===== src/rtl/point_cloud_voxel_assigner_macros.svh =====
// Assertion macros shared by the voxel assigner RTL
`ifndef POINT_CLOUD_VOXEL_ASSIGNER_MACROS_SVH
`define POINT_CLOUD_VOXEL_ASSIGNER_MACROS_SVH

// Check a property on every clock edge outside reset
`define PCVA_ASSERT(lbl, prop, msg) \
  lbl: assert property (@(posedge clk) disable iff (!rst_n) (prop)) else $error(msg);

// Check a property on every clock edge, reset included
`define PCVA_ASSERT_ALWAYS(lbl, prop, msg) \
  lbl: assert property (@(posedge clk) (prop)) else $error(msg);

`endif


===== src/rtl/pcva_queue.sv =====
// Two-entry queue between front and back
module pcva_queue #(
  parameter int WIDTH = 8
) (
  input  logic             clk,
  input  logic             rst_n,
  input  logic             push_valid,
  output logic             push_ready,
  input  logic [WIDTH-1:0] push_data,
  output logic             pop_valid,
  input  logic             pop_ready,
  output logic [WIDTH-1:0] pop_data
);
  `include "point_cloud_voxel_assigner_macros.svh"

  logic [WIDTH-1:0] mem_r [2];
  logic             wr_ptr_r, rd_ptr_r;
  logic [1:0]       count_r;

  wire push = push_valid && push_ready;
  wire pop  = pop_valid && pop_ready;

  always_ff @(posedge clk) begin
    if (!rst_n) begin
      wr_ptr_r <= 1'b0;
      rd_ptr_r <= 1'b0;
      count_r  <= '0;
    end else begin
      if (push) wr_ptr_r <= ~wr_ptr_r;
      if (pop)  rd_ptr_r <= ~rd_ptr_r;
      count_r <= count_r + 2'(push) - 2'(pop);
    end
  end

  always_ff @(posedge clk) begin
    if (push) mem_r[wr_ptr_r] <= push_data;
  end

  assign push_ready = (count_r != 2'd2);
  assign pop_valid  = (count_r != 2'd0);
  assign pop_data   = mem_r[rd_ptr_r];

  `PCVA_ASSERT(a_count_bound, count_r <= 2'd2, "queue count out of range")
  `PCVA_ASSERT(a_ptr_match, (count_r == 2'd0 || count_r == 2'd2) |-> (wr_ptr_r == rd_ptr_r), "queue pointers disagree with count")

endmodule


===== config.mk =====
export PLATFORM = sky130hd
export DESIGN_NAME = pcva_queue
export DESIGN_NICKNAME = d
export VERILOG_FILES = /design/src/rtl/pcva_queue.sv
export VERILOG_INCLUDE_DIRS = /design/src /design/src/rtl
export SDC_FILE = /design/constraint.sdc
export NUM_CORES = 1
export LEC_CHECK = 0
export ABC_AREA = 1
export BUFFER_PORTS_ARGS = -buffer_cell sky130_fd_sc_hd__buf_2
export CAP_MARGIN = 20
export CORE_MARGIN = 4
export CORE_UTILIZATION = 30
export DETAILED_ROUTE_END_ITERATION = 6
export GPL_TIMING_DRIVEN = 0
export PLACE_DENSITY_LB_ADDON = 0.2
export SLEW_MARGIN = 20
export SYNTH_ARGS = -nofsm -noshare
export SYNTH_HDL_FRONTEND = slang
export SYNTH_SLANG_ARGS = --single-unit

===== constraint.sdc =====
create_clock -name clk -period 2.2 [get_ports clk]
set_clock_uncertainty 0.2 [all_clocks]
set_input_delay 0.33 -clock clk [delete_from_list [all_inputs] [get_ports clk]]
set_output_delay 0.33 -clock clk [all_outputs]
set_load 0.05 [all_outputs]

==> results of run 1 <==
## layout make-up
class                      instances  area share [%]
buffer                             1           1.002
clock buffer                       3           2.004
clock inverter                     1          0.4454
inverter                           7           2.339
multi-input combinational         32           22.61
sequential                        21           51.67
tap                               31           3.452
timing repair buffer              29           16.48
## tightest hold or removal path, stage by stage
cell     delay [ns]
buf_2          0.11
nand2_1        0.05
inv_1          0.04
## per-stage QoR
step | util, % | setup WS (ns) | hold WS, ns | std cells
after floorplan | - | 0.3616 | 0.2235 | 61
after global placement | 36.84 | 0.4342 | 0.2881 | 113
after detailed placement | 36.84 | 0.4279 | 0.2943 | 113
after CTS | 38.20 | 0.3415 | 0.001791 | 118
after global routing | 40.74 | 0.2847 | 0.06724 | 125
final | 40.74 | 0.3686 | 0.06380 | 125
## cells in the mapped netlist
cell type,n
ha_1,2
buf_6,1
nand2_1,7
dfxtp_1,5
nand3_1,2
mux2_4,8
nor2_4,1
nand3_2,1
nor2_2,1
nor2_1,6
inv_1,7
edfxtp_1,16
nand2_2,2
a21oi_1,2
## metal layers
| layer | part of all wire [%] | global-route usage (%) | wire (µm) | vias up |
|---|---|---|---|---|
| met4 | 0.88 | 2.727 | 12 | 0 |
| met3 | 8.9 | 4.339 | 122 | 2 |
| met5 | 0 | 0 | 0 | - |
| li1 | - | - | - | 274 |
| met2 | 51 | 13.45 | 700 | 18 |
| met1 | 39 | 8.494 | 532 | 236 |
## power by group
group / leakage [nW] / switching (mW) / internal [mW]
clock network: 0.0177 / 0.110 / 0.0677
logic: 0.281 / 0.410 / 0.201
registers: 0.191 / 0.0355 / 0.509
## registers in the layout (all words and copies together) (netlist names), named ones only
register,cells
mem_r,16
count_r,2
rd_ptr_r,1
wr_ptr_r,1
## logic make-up after synthesis
| kind of cell | Yosys count |
|---|---|
| and+or+nand+nor | 20 |
| AOI/OAI and AO/OA | 2 |
| buffers and inverters | 8 |
| adders and majority gates | 2 |
| muxes | 8 |
| DFF | 21 |
## worst max path at each step
| stage | startpoint | endpoint | cells after the start |
|---|---|---|---|
| 2_1_floorplan | count_r[0]$_SDFF_PN0_ | count_r[1]$_SDFF_PN0_ | 10 |
| 3_5_place_dp | count_r[0]$_SDFF_PN0_ | mem_r[0][4]$_DFFE_PP_ | 4 |
| 4_1_cts | flip-flop | pop_data[0] | 3 |
| 6_report | flip-flop | pop_data[0] | 3 |
| 5_1_grt | count_r[0]$_SDFF_PN0_ | mem_r[0][0]$_DFFE_PP_ | 4 |
| 3_3_place_gp | count_r[0]$_SDFF_PN0_ | mem_r[0][4]$_DFFE_PP_ | 4 |
==> impl_metrics.json, run 1 <==
{
  "status": "finished, final reports clean",
  "cts_resized": 0,
  "die_w_um": 61.92,
  "cts_hold_buf": 1,
  "power.density_mw_per_mm2": 1186,
  "post-route-period-util_pct": 83.25,
  "num_rows": 19,
  "dr.pass1.iters": 4,
  "seqCellArea_um2": 580.6,
  "remaining_drc_errors": 0,
  "cts_buffers": 3,
  "crit_path_start_kind": "flip-flop",
  "layout_commonest_cell": "buf_2",
  "drt-wirelength-per-cell_um": 10.94,
  "die_h_um": 61.92,
  "core_mm2": 0.002758,
  "regToRegStartpoint": "count_r[0]$_SDFF_PN0_",
  "cts_tree": "built",
  "syn_area_um2": 872.1,
  "arrival_ns": 1.30,
  "placed_cell_area_mm2": 0.001016,
  "slew_headroom_pct": 51.63,
  "synthMuxAreaShare_pct": 13.77,
  "final_max_slew_viol_count": 0,
  "grt_max_degree": 13,
  "n_antenna_cell": 0,
  "portBuffers": 21,
  "ys_seq_area_share_pct": 66.57,
  "end_kind": "primary output",
  "maxCapViolCount": 0,
  "antenna_found_initial": 0,
  "cpMaxStageDelayCell": "dfxtp_1",
  "n_fill_cell": 266,
  "hp-class": "in2reg",
  "postCtsSetupRepairBufs": 0,
  "avgSynthCellArea_um2": 14.30,
  "multiInputGateArea_um2": 254.0,
  "cts_sinks": 21,
  "grt_pass1_vias": 522,
  "nNetsFinal": 109,
  "synth_area_leaders": "edfxtp_1 55%, mux2_4 14%, dfxtp_1 11%, inv_1 3.0%, nand2_1 3.0%",
  "rsz0062_at_grt": "no",
  "worst-path-max-fanout": 8,
  "start_util_pct": 31.62,
  "clock_path_buffers": 2,
  "root_buffer": "clkbuf_4",
  "setup_viol": 0,
  "synth-seq-cells": 21,
  "syn2layout_area_growth_pct": 28.84,
  "reg2regPathDepth": 4,
  "viasPerCell": 4.240,
  "final_antenna_net_count": 0,
  "r2r-end": "mem_r[0][0]$_DFFE_PP_",
  "max_freq_mhz": 546.0,
  "min_to": "count_r[0]$_SDFF_PN0_",
  "max-vdd-ir-drop_uv": 655.7,
  "hold_depth": 3,
  "grt_pass1_wl_um": 2145,
  "routed_wl_um": 1368,
  "synth_nets": 75,
  "final_cell_mix": "21 x buf_2, 16 x edfxtp_1, 8 x mux2_4, 8 x dlygate4sd3_1",
  "cts_htree_levels": 1,
  "p_total_mw": 1.333,
  "synth.distinct_cells": 14,
  "clock_latency_ns": 0.30,
  "synth_top_family_by_area": "multiplexers",
  "final_hold_viol_count": 0,
  "setup.worst_path.class": "reg2out",
  "dr_total_vias": 530,
  "die_area_mm2": 0.003833,
  "yosysWarnings": 0,
  "dp_hpwl_um": 1043,
  "p_leak_nw": 0.4896,
  "r2r_setup_slack_ns": 0.45,
  "yosys.area.top_type_share_pct": 55.09,
  "critical-path-max-stage-delay_ns": 0.34,
  "synth_cells": 61,
  "drive_above_1_share_pct": 41.49,
  "grt_use_total_pct": 7.983,
  "final_cell_area_mm2": 0.001124,
  "clkTransAtPathRegs_ns": 0.11,
  "synth-simple-area-share_pct": 11.33,
  "synthAdderAreaFrac_pct": 2.869,
  "synth_xor_area_share_pct": 0,
  "synth_largest_area_cell": "edfxtp_1",
  "grt_overflow": 0,
  "cp_num_buf_inv": 2,
  "drt_iter0_drc": 10,
  "worstPathRequired_ns": 1.67,
  "synth_compound_area_share_pct": 1.148,
  "cp_cell_sequence": "buf_6 -> mux2_4 -> buf_2",
  "io_pins": 22,
  "gp_congestion": 0.7830,
  "crit_family": "buffers and inverters",
  "worst_pin_slew_ns": 0.7229,
  "hold_path.startpoint": "rst_n",
  "setup_tns_ns": 0,
  "fin_crit_ns": 1.831
}
Power figures use the tool's default switching activity.
==> inputs of run 2 (changes only) <==
- ABC_AREA: 1 -> 0
- clock period: 2.2 -> 1.88 ns (I/O delays scaled with it)
==> run 2 against run 1 <==
Net effect: setup slack worse by 0.31 ns; non-clock buffer count unchanged; hold slack worse by 0.018 ns; cell area down 4.6%; sequential share of layout area up 2.6 points; core utilization up 1.8 points.
==> impl_metrics.json, run 2 <==
{
  "dp_hpwl_um": 953.4,
  "grt_pass1_vias": 475,
  "post-route-period-util_pct": 96.75,
  "die_w_um": 59.99,
  "whs_ns": 0.04572,
  "maxCapViolCount": 0,
  "gp_congestion": 0.6898,
  "critical-path-max-stage-delay_ns": 0.38,
  "synth-seq-cells": 21,
  "nNetsFinal": 97,
  "synth.distinct_cells": 16,
  "worst_pin_slew_ns": 0.7209,
  "n_fill_cell": 265,
  "worst_slack_ns": 0.06105,
  "worst-path-max-fanout": 4,
  "yosys.area.top_type_share_pct": 59.26,
  "remaining_drc_errors": 0,
  "fin_crit_ns": 1.819,
  "drt_iter0_drc": 6,
  "power.density_mw_per_mm2": 1374,
  "end_kind": "flip-flop",
  "slew_headroom_pct": 51.76,
  "core_mm2": 0.002522,
  "layout_commonest_cell": "buf_2",
  "top_regs": "mem_r x16, count_r x2",
  "p_total_mw": 1.473,
  "final_max_slew_viol_count": 0,
  "avgSynthCellArea_um2": 16.55,
  "cts_tree": "built",
  "portBuffers": 21,
  "top_register": "mem_r",
  "final_cell_mix": "21 x buf_2, 16 x edfxtp_1, 8 x mux2_2, 8 x dlygate4sd3_1, 4 x dfxtp_1",
  "routed_wl_um": 1302,
  "worstPathRequired_ns": 1.89,
  "die_area_mm2": 0.003598,
  "placed_cells": 100,
  "cpMaxStageDelayCell": "dfxtp_1",
  "synth.most_common_cell": "edfxtp_1",
  "viasPerCell": 4.357,
  "synth_nets": 63,
  "cts_htree_levels": 1,
  "ys_seq_area_share_pct": 71.60,
  "synth_area_leaders": "edfxtp_1 59%, dfxtp_1 12%, mux2_2 11%, xnor2_1 3.2%, ha_1 3.1%",
  "synth_largest_area_cell": "edfxtp_1",
  "synth-edff-count": 16,
  "crit_path_start_kind": "flip-flop",
  "rsz0062_at_grt": "no",
  "clock_latency_ns": 0.30,
  "synthArstFlopShare_pct": 0,
  "setup.worst_path.class": "reg2reg",
  "final_cell_area_mm2": 0.001072,
  "root_buffer": "clkbuf_4",
  "clkTransAtPathRegs_ns": 0.12,
  "grt_pass1_wl_um": 2028,
  "cts_sinks": 21,
  "grt_max_degree": 13,
  "p_leak_nw": 0.4292,
  "setup_tns_ns": 0,
  "synth_ff_type": "edfxtp_1",
  "dp_slack_ns": 0.05254,
  "hp-class": "in2reg",
  "num_rows": 18,
  "placed_cell_area_um2": 960.9,
  "max_freq_mhz": 549.8,
  "io_pins": 22,
  "dr.pass1.iters": 2,
  "yosysWarnings": 0,
  "arrival_ns": 1.83,
  "start_util_pct": 32.14,
  "status": "finished, final reports clean",
  "grt_overflow": 0,
  "die_h_um": 59.99,
  "setup_viol": 0,
  "antenna_found_initial": 0,
  "synth_cells": 49,
  "syn_area_um2": 810.8,
  "cp_cell_sequence": "o21a_2 -> ha_1 -> inv_1 -> ha_1 -> xnor2_1 -> xnor2_1 -> and2_1",
  "syn2layout_area_growth_pct": 32.25,
  "drt-wirelength-per-cell_um": 11.63,
  "clock_path_buffers": 2,
  "synthTopCellsByCount": "16 x edfxtp_1, 8 x mux2_2, 5 x dfxtp_1",
  "final_antenna_net_count": 0,
  "final_util_pct": 42.51,
  "final_hold_viol_count": 0,
  "dr_total_vias": 488,
  "cts_buffers": 3,
  "n_antenna_cell": 0,
  "largest_reg_flops": 16,
  "drive_above_1_share_pct": 46.34,
  "grt_use_total_pct": 8.027,
  "instances_no_fill": 112,
  "max-vdd-ir-drop_uv": 638.2
}
-- run 2: cell types whose count changed after synthesis, sizes merged, moves of 3 or more --
cell,previous run,this run
nand2,9,2
nor2,8,1
inv,7,1
nand3,3,0
xnor2,0,3
-- run 2: worst paths after layout --
| path | endpoint | slack [ns] | depth (start not counted) | startpoint |
|---|---|---|---|---|
| setup / recovery | count_r[1]$_SDFF_PN0_ | 0.06 | 7 | count_r[1]$_SDFF_PN0_ |
| hold / removal | count_r[1]$_SDFF_PN0_ | 0.05 | 2 | rst_n |
| setup reg to reg | count_r[1]$_SDFF_PN0_ | 0.06 | 7 | count_r[1]$_SDFF_PN0_ |
| hold reg to reg | wr_ptr_r$_SDFFE_PN0N_ | 0.29 | 2 | wr_ptr_r$_SDFFE_PN0N_ |
-- run 2: power by group --
group	internal, mW	switching (mW)
clock	0.0792	0.128
combinational	0.226	0.410
sequential	0.593	0.0371
-- run 2: critical path, delay by kind of cell (launching register included) --
kind | cells | cell delay, ns
and+or+nand+nor | 1 | 0.14
AOI/OAI and AO/OA | 1 | 0.25
adders and majority gates | 2 | 0.47
buffers and inverters | 1 | 0.04
DFF | 1 | 0.38
xor gates and xnor gates | 2 | 0.26
-- run 2: cell families after synthesis --
logic type | synth area share [%]
AO/OA/AOI/OAI | 1.080
XOR/XNOR | 3.241
adder cells (fa/ha/maj) | 3.086
buffers and inverters | 1.079
flip-flops | 71.61
multiplexers | 12.35
AND/OR/NAND/NOR | 7.562
-- run 2: layout make-up --
type,instances,area (µm²),share of cell area (%)
clock buffer,3,22.52,2.100
multi-input combinational,26,229.0,21.35
buffer,1,7.507,0.7001
tap,30,37.54,3.501
sequential,21,581.8,54.26
timing repair buffer,29,185.2,17.27
clock inverter,1,5.005,0.4667
inverter,1,3.754,0.3501
-- run 2: timing repair --
item | in CTS | in global routing
gates cloned | 0 | 0
gates resized for setup | 1 | 1
buffers inserted | 0 | 0
setup endpoints to repair | 8 | 3
hold buffers | 8 | 0
pin swaps | 0 | 0
hold endpoints to repair | 16 | 0
-- run 2: metal layers --
| metal | track usage [%] | wire length, µm |
|---|---|---|
| met5 | 0 | 0 |
| met4 | 1.899 | 13 |
| met3 | 4.536 | 86 |
| met2 | 14.66 | 702 |
| met1 | 7.703 | 500 |
==> inputs of run 3 (changes only) <==
- CORE_UTILIZATION: 30 -> 45
- PLACE_DENSITY: unset -> 0.72
- PLACE_DENSITY_LB_ADDON: 0.2 -> unset
==> run 3 against run 2 <==
Net effect: clock power shrank 3%; critical path depth shrank 4; flip-flop and latch count is the same; die area shrank 29%; routed wire length grew 0.54%; core utilization grew 21 points; largest cell class unchanged; via count shrank 1.2%; largest power group unchanged; cell area grew 1.5%; highest routed layer unchanged; register-to-register slack gained 0.05 ns; critical path type is now reg2out; sequential power grew 0.6%; combinational power grew 5.3%; first-iteration DRC count shrank 17%.
==> impl_metrics.json, run 3 (synthesis results as in run 2) <==
{
  "dp_slack_ns": 0.04813,
  "cts_sinks": 21,
  "internal-power_mw": 0.9320,
  "final_max_slew_viol_count": 0,
  "setup.worst_path.class": "reg2out",
  "post-route-period-util_pct": 94.98,
  "end_kind": "primary output",
  "arrival_ns": 1.30,
  "p_seq_share_pct": 42.2,
  "top_register": "mem_r",
  "final_cell_area_mm2": 0.001089,
  "top_regs": "mem_r x16, count_r x2",
  "critical-path-max-stage-delay_ns": 0.35,
  "dr.pass1.iters": 4,
  "root_buffer": "clkbuf_4",
  "n_fill_cell": 131,
  "start_util_pct": 47.47,
  "status": "finished, final reports clean",
  "postCtsSetupRepairBufs": 0,
  "final_cell_mix": "16 x edfxtp_1, 13 x buf_2, 9 x buf_4",
  "cpMaxStageDelayCell": "mux2_2",
  "reg2regPathDepth": 7,
  "slew_headroom_pct": 52.84,
  "rsz0062_at_grt": "no",
  "syn2layout_area_growth_pct": 34.26,
  "core_mm2": 0.001708,
  "grt_overflow": 0,
  "final_hold_viol_count": 0,
  "layout_commonest_cell": "edfxtp_1",
  "antenna_found_initial": 0,
  "setup_tns_ns": 0,
  "grt_pass1_vias": 523,
  "max-vdd-ir-drop_uv": 703.6,
  "max_freq_mhz": 560.0,
  "hp-class": "in2reg",
  "dr_total_vias": 482,
  "grt_use_total_pct": 11.69,
  "cts_htree_levels": 1,
  "die_w_um": 50.45,
  "n_antenna_cell": 0,
  "worstPathRequired_ns": 1.40,
  "final_util_pct": 63.74,
  "worst-path-max-fanout": 8,
  "crit_path_start_kind": "flip-flop",
  "io_pins": 22,
  "worst_pin_slew_ns": 0.7049,
  "p_comb_share_pct": 44.5,
  "dp_hpwl_um": 880.7,
  "clock_path_buffers": 2,
  "setup_viol": 0,
  "p_clk_share_pct": 13.3,
  "cts_buffers": 3,
  "cpMostUsedCell": "buf_4",
  "worst_slack_ns": 0.09442,
  "portBuffers": 21,
  "p_sw_mw": 0.5729,
  "hold_depth": 2,
  "drt-wirelength-per-cell_um": 12.23,
  "drive_above_1_share_pct": 47.56,
  "cts_tree": "built",
  "die_area_mm2": 0.002545,
  "p_leak_nw": 0.4338,
  "routed_wl_um": 1309,
  "remaining_drc_errors": 0,
  "clock_latency_ns": 0.29,
  "die_h_um": 50.45,
  "largest_reg_flops": 16,
  "clkTransAtPathRegs_ns": 0.10,
  "drt_iter0_drc": 5,
  "nNetsFinal": 97,
  "cp_cell_sequence": "buf_4 -> mux2_2 -> buf_4",
  "power.density_mw_per_mm2": 1382,
  "grt_max_degree": 12,
  "switching_share_pct": 38.07,
  "placed_cell_area_um2": 954.7,
  "num_rows": 15,
  "final_antenna_net_count": 0,
  "grt_pass1_wl_um": 2187,
  "viasPerCell": 4.505,
  "fin_crit_ns": 1.786,
  "gp_congestion": 0.6788,
  "maxCapViolCount": 0
}
==> run 3: what timing repair did <==
action / in CTS / in global routing
endpoints found under the setup margin: 1 / 17
gates resized for setup: 1 / 19
hold buffers: 8 / 0
cloned: 0 / 0
endpoints found under the hold margin: 16 / 0
==> run 3: critical path, delay by kind of cell (launching register included) <==
kind / cells / cell delay [ns]
DFF: 1 / 0.32
buffers and inverters: 2 / 0.35
muxes: 1 / 0.35
==> run 3: layer usage <==
layer | vias to the layer above | GRT usage (%) | wire [µm]
met2 | 19 | 20.87 | 697
met1 | 221 | 13.27 | 520
met5 | - | 0 | 0
met3 | 2 | 3.264 | 83
met4 | 0 | 4.036 | 6
li1 | 240 | - | -
==> run 3: final timing paths <==
kind,from,to,slack (ns)
max,flip-flop,pop_data[2],0.09
min,rst_n,count_r[0]$_SDFF_PN0_,0.07
max reg2reg,count_r[1]$_SDFF_PN0_,count_r[1]$_SDFF_PN0_,0.11
min reg2reg,wr_ptr_r$_SDFFE_PN0N_,wr_ptr_r$_SDFFE_PN0N_,0.30
==> run 3: per-stage QoR <==
stage | hold WS [ns] | instances | power (mW)
after global placement | 0.2706 | 95 | 1.250
after CTS | 0.06499 | 107 | 1.485
final | 0.07358 | 107 | 1.505
after floorplan | 0.1809 | 49 | 1.142
after global routing | 0.06684 | 107 | 1.606
after detailed placement | 0.2744 | 95 | 1.263
==> run 3: cell type report <==
| cell class | instances | area [µm²] | area share [%] |
|---|---|---|---|
| Sequential cell | 21 | 583.1 | 53.56 |
| Multi-Input combinational cell | 26 | 231.5 | 21.26 |
| Timing Repair Buffer | 29 | 205.2 | 18.85 |
| Tap cell | 25 | 31.28 | 2.874 |
| Clock buffer | 4 | 26.28 | 2.414 |
| Buffer | 1 | 7.507 | 0.6897 |
| Inverter | 1 | 3.754 | 0.3448 |
==> run 3: power by group through the flow <==
stage	Combinational (mW)	Clock, mW	Sequential, mW
after floorplan	0.511	0	0.631
after global placement	0.614	0	0.637
after global routing	0.719	0.242	0.645
after CTS	0.642	0.211	0.631
final	0.670	0.201	0.634
after detailed placement	0.622	0	0.641
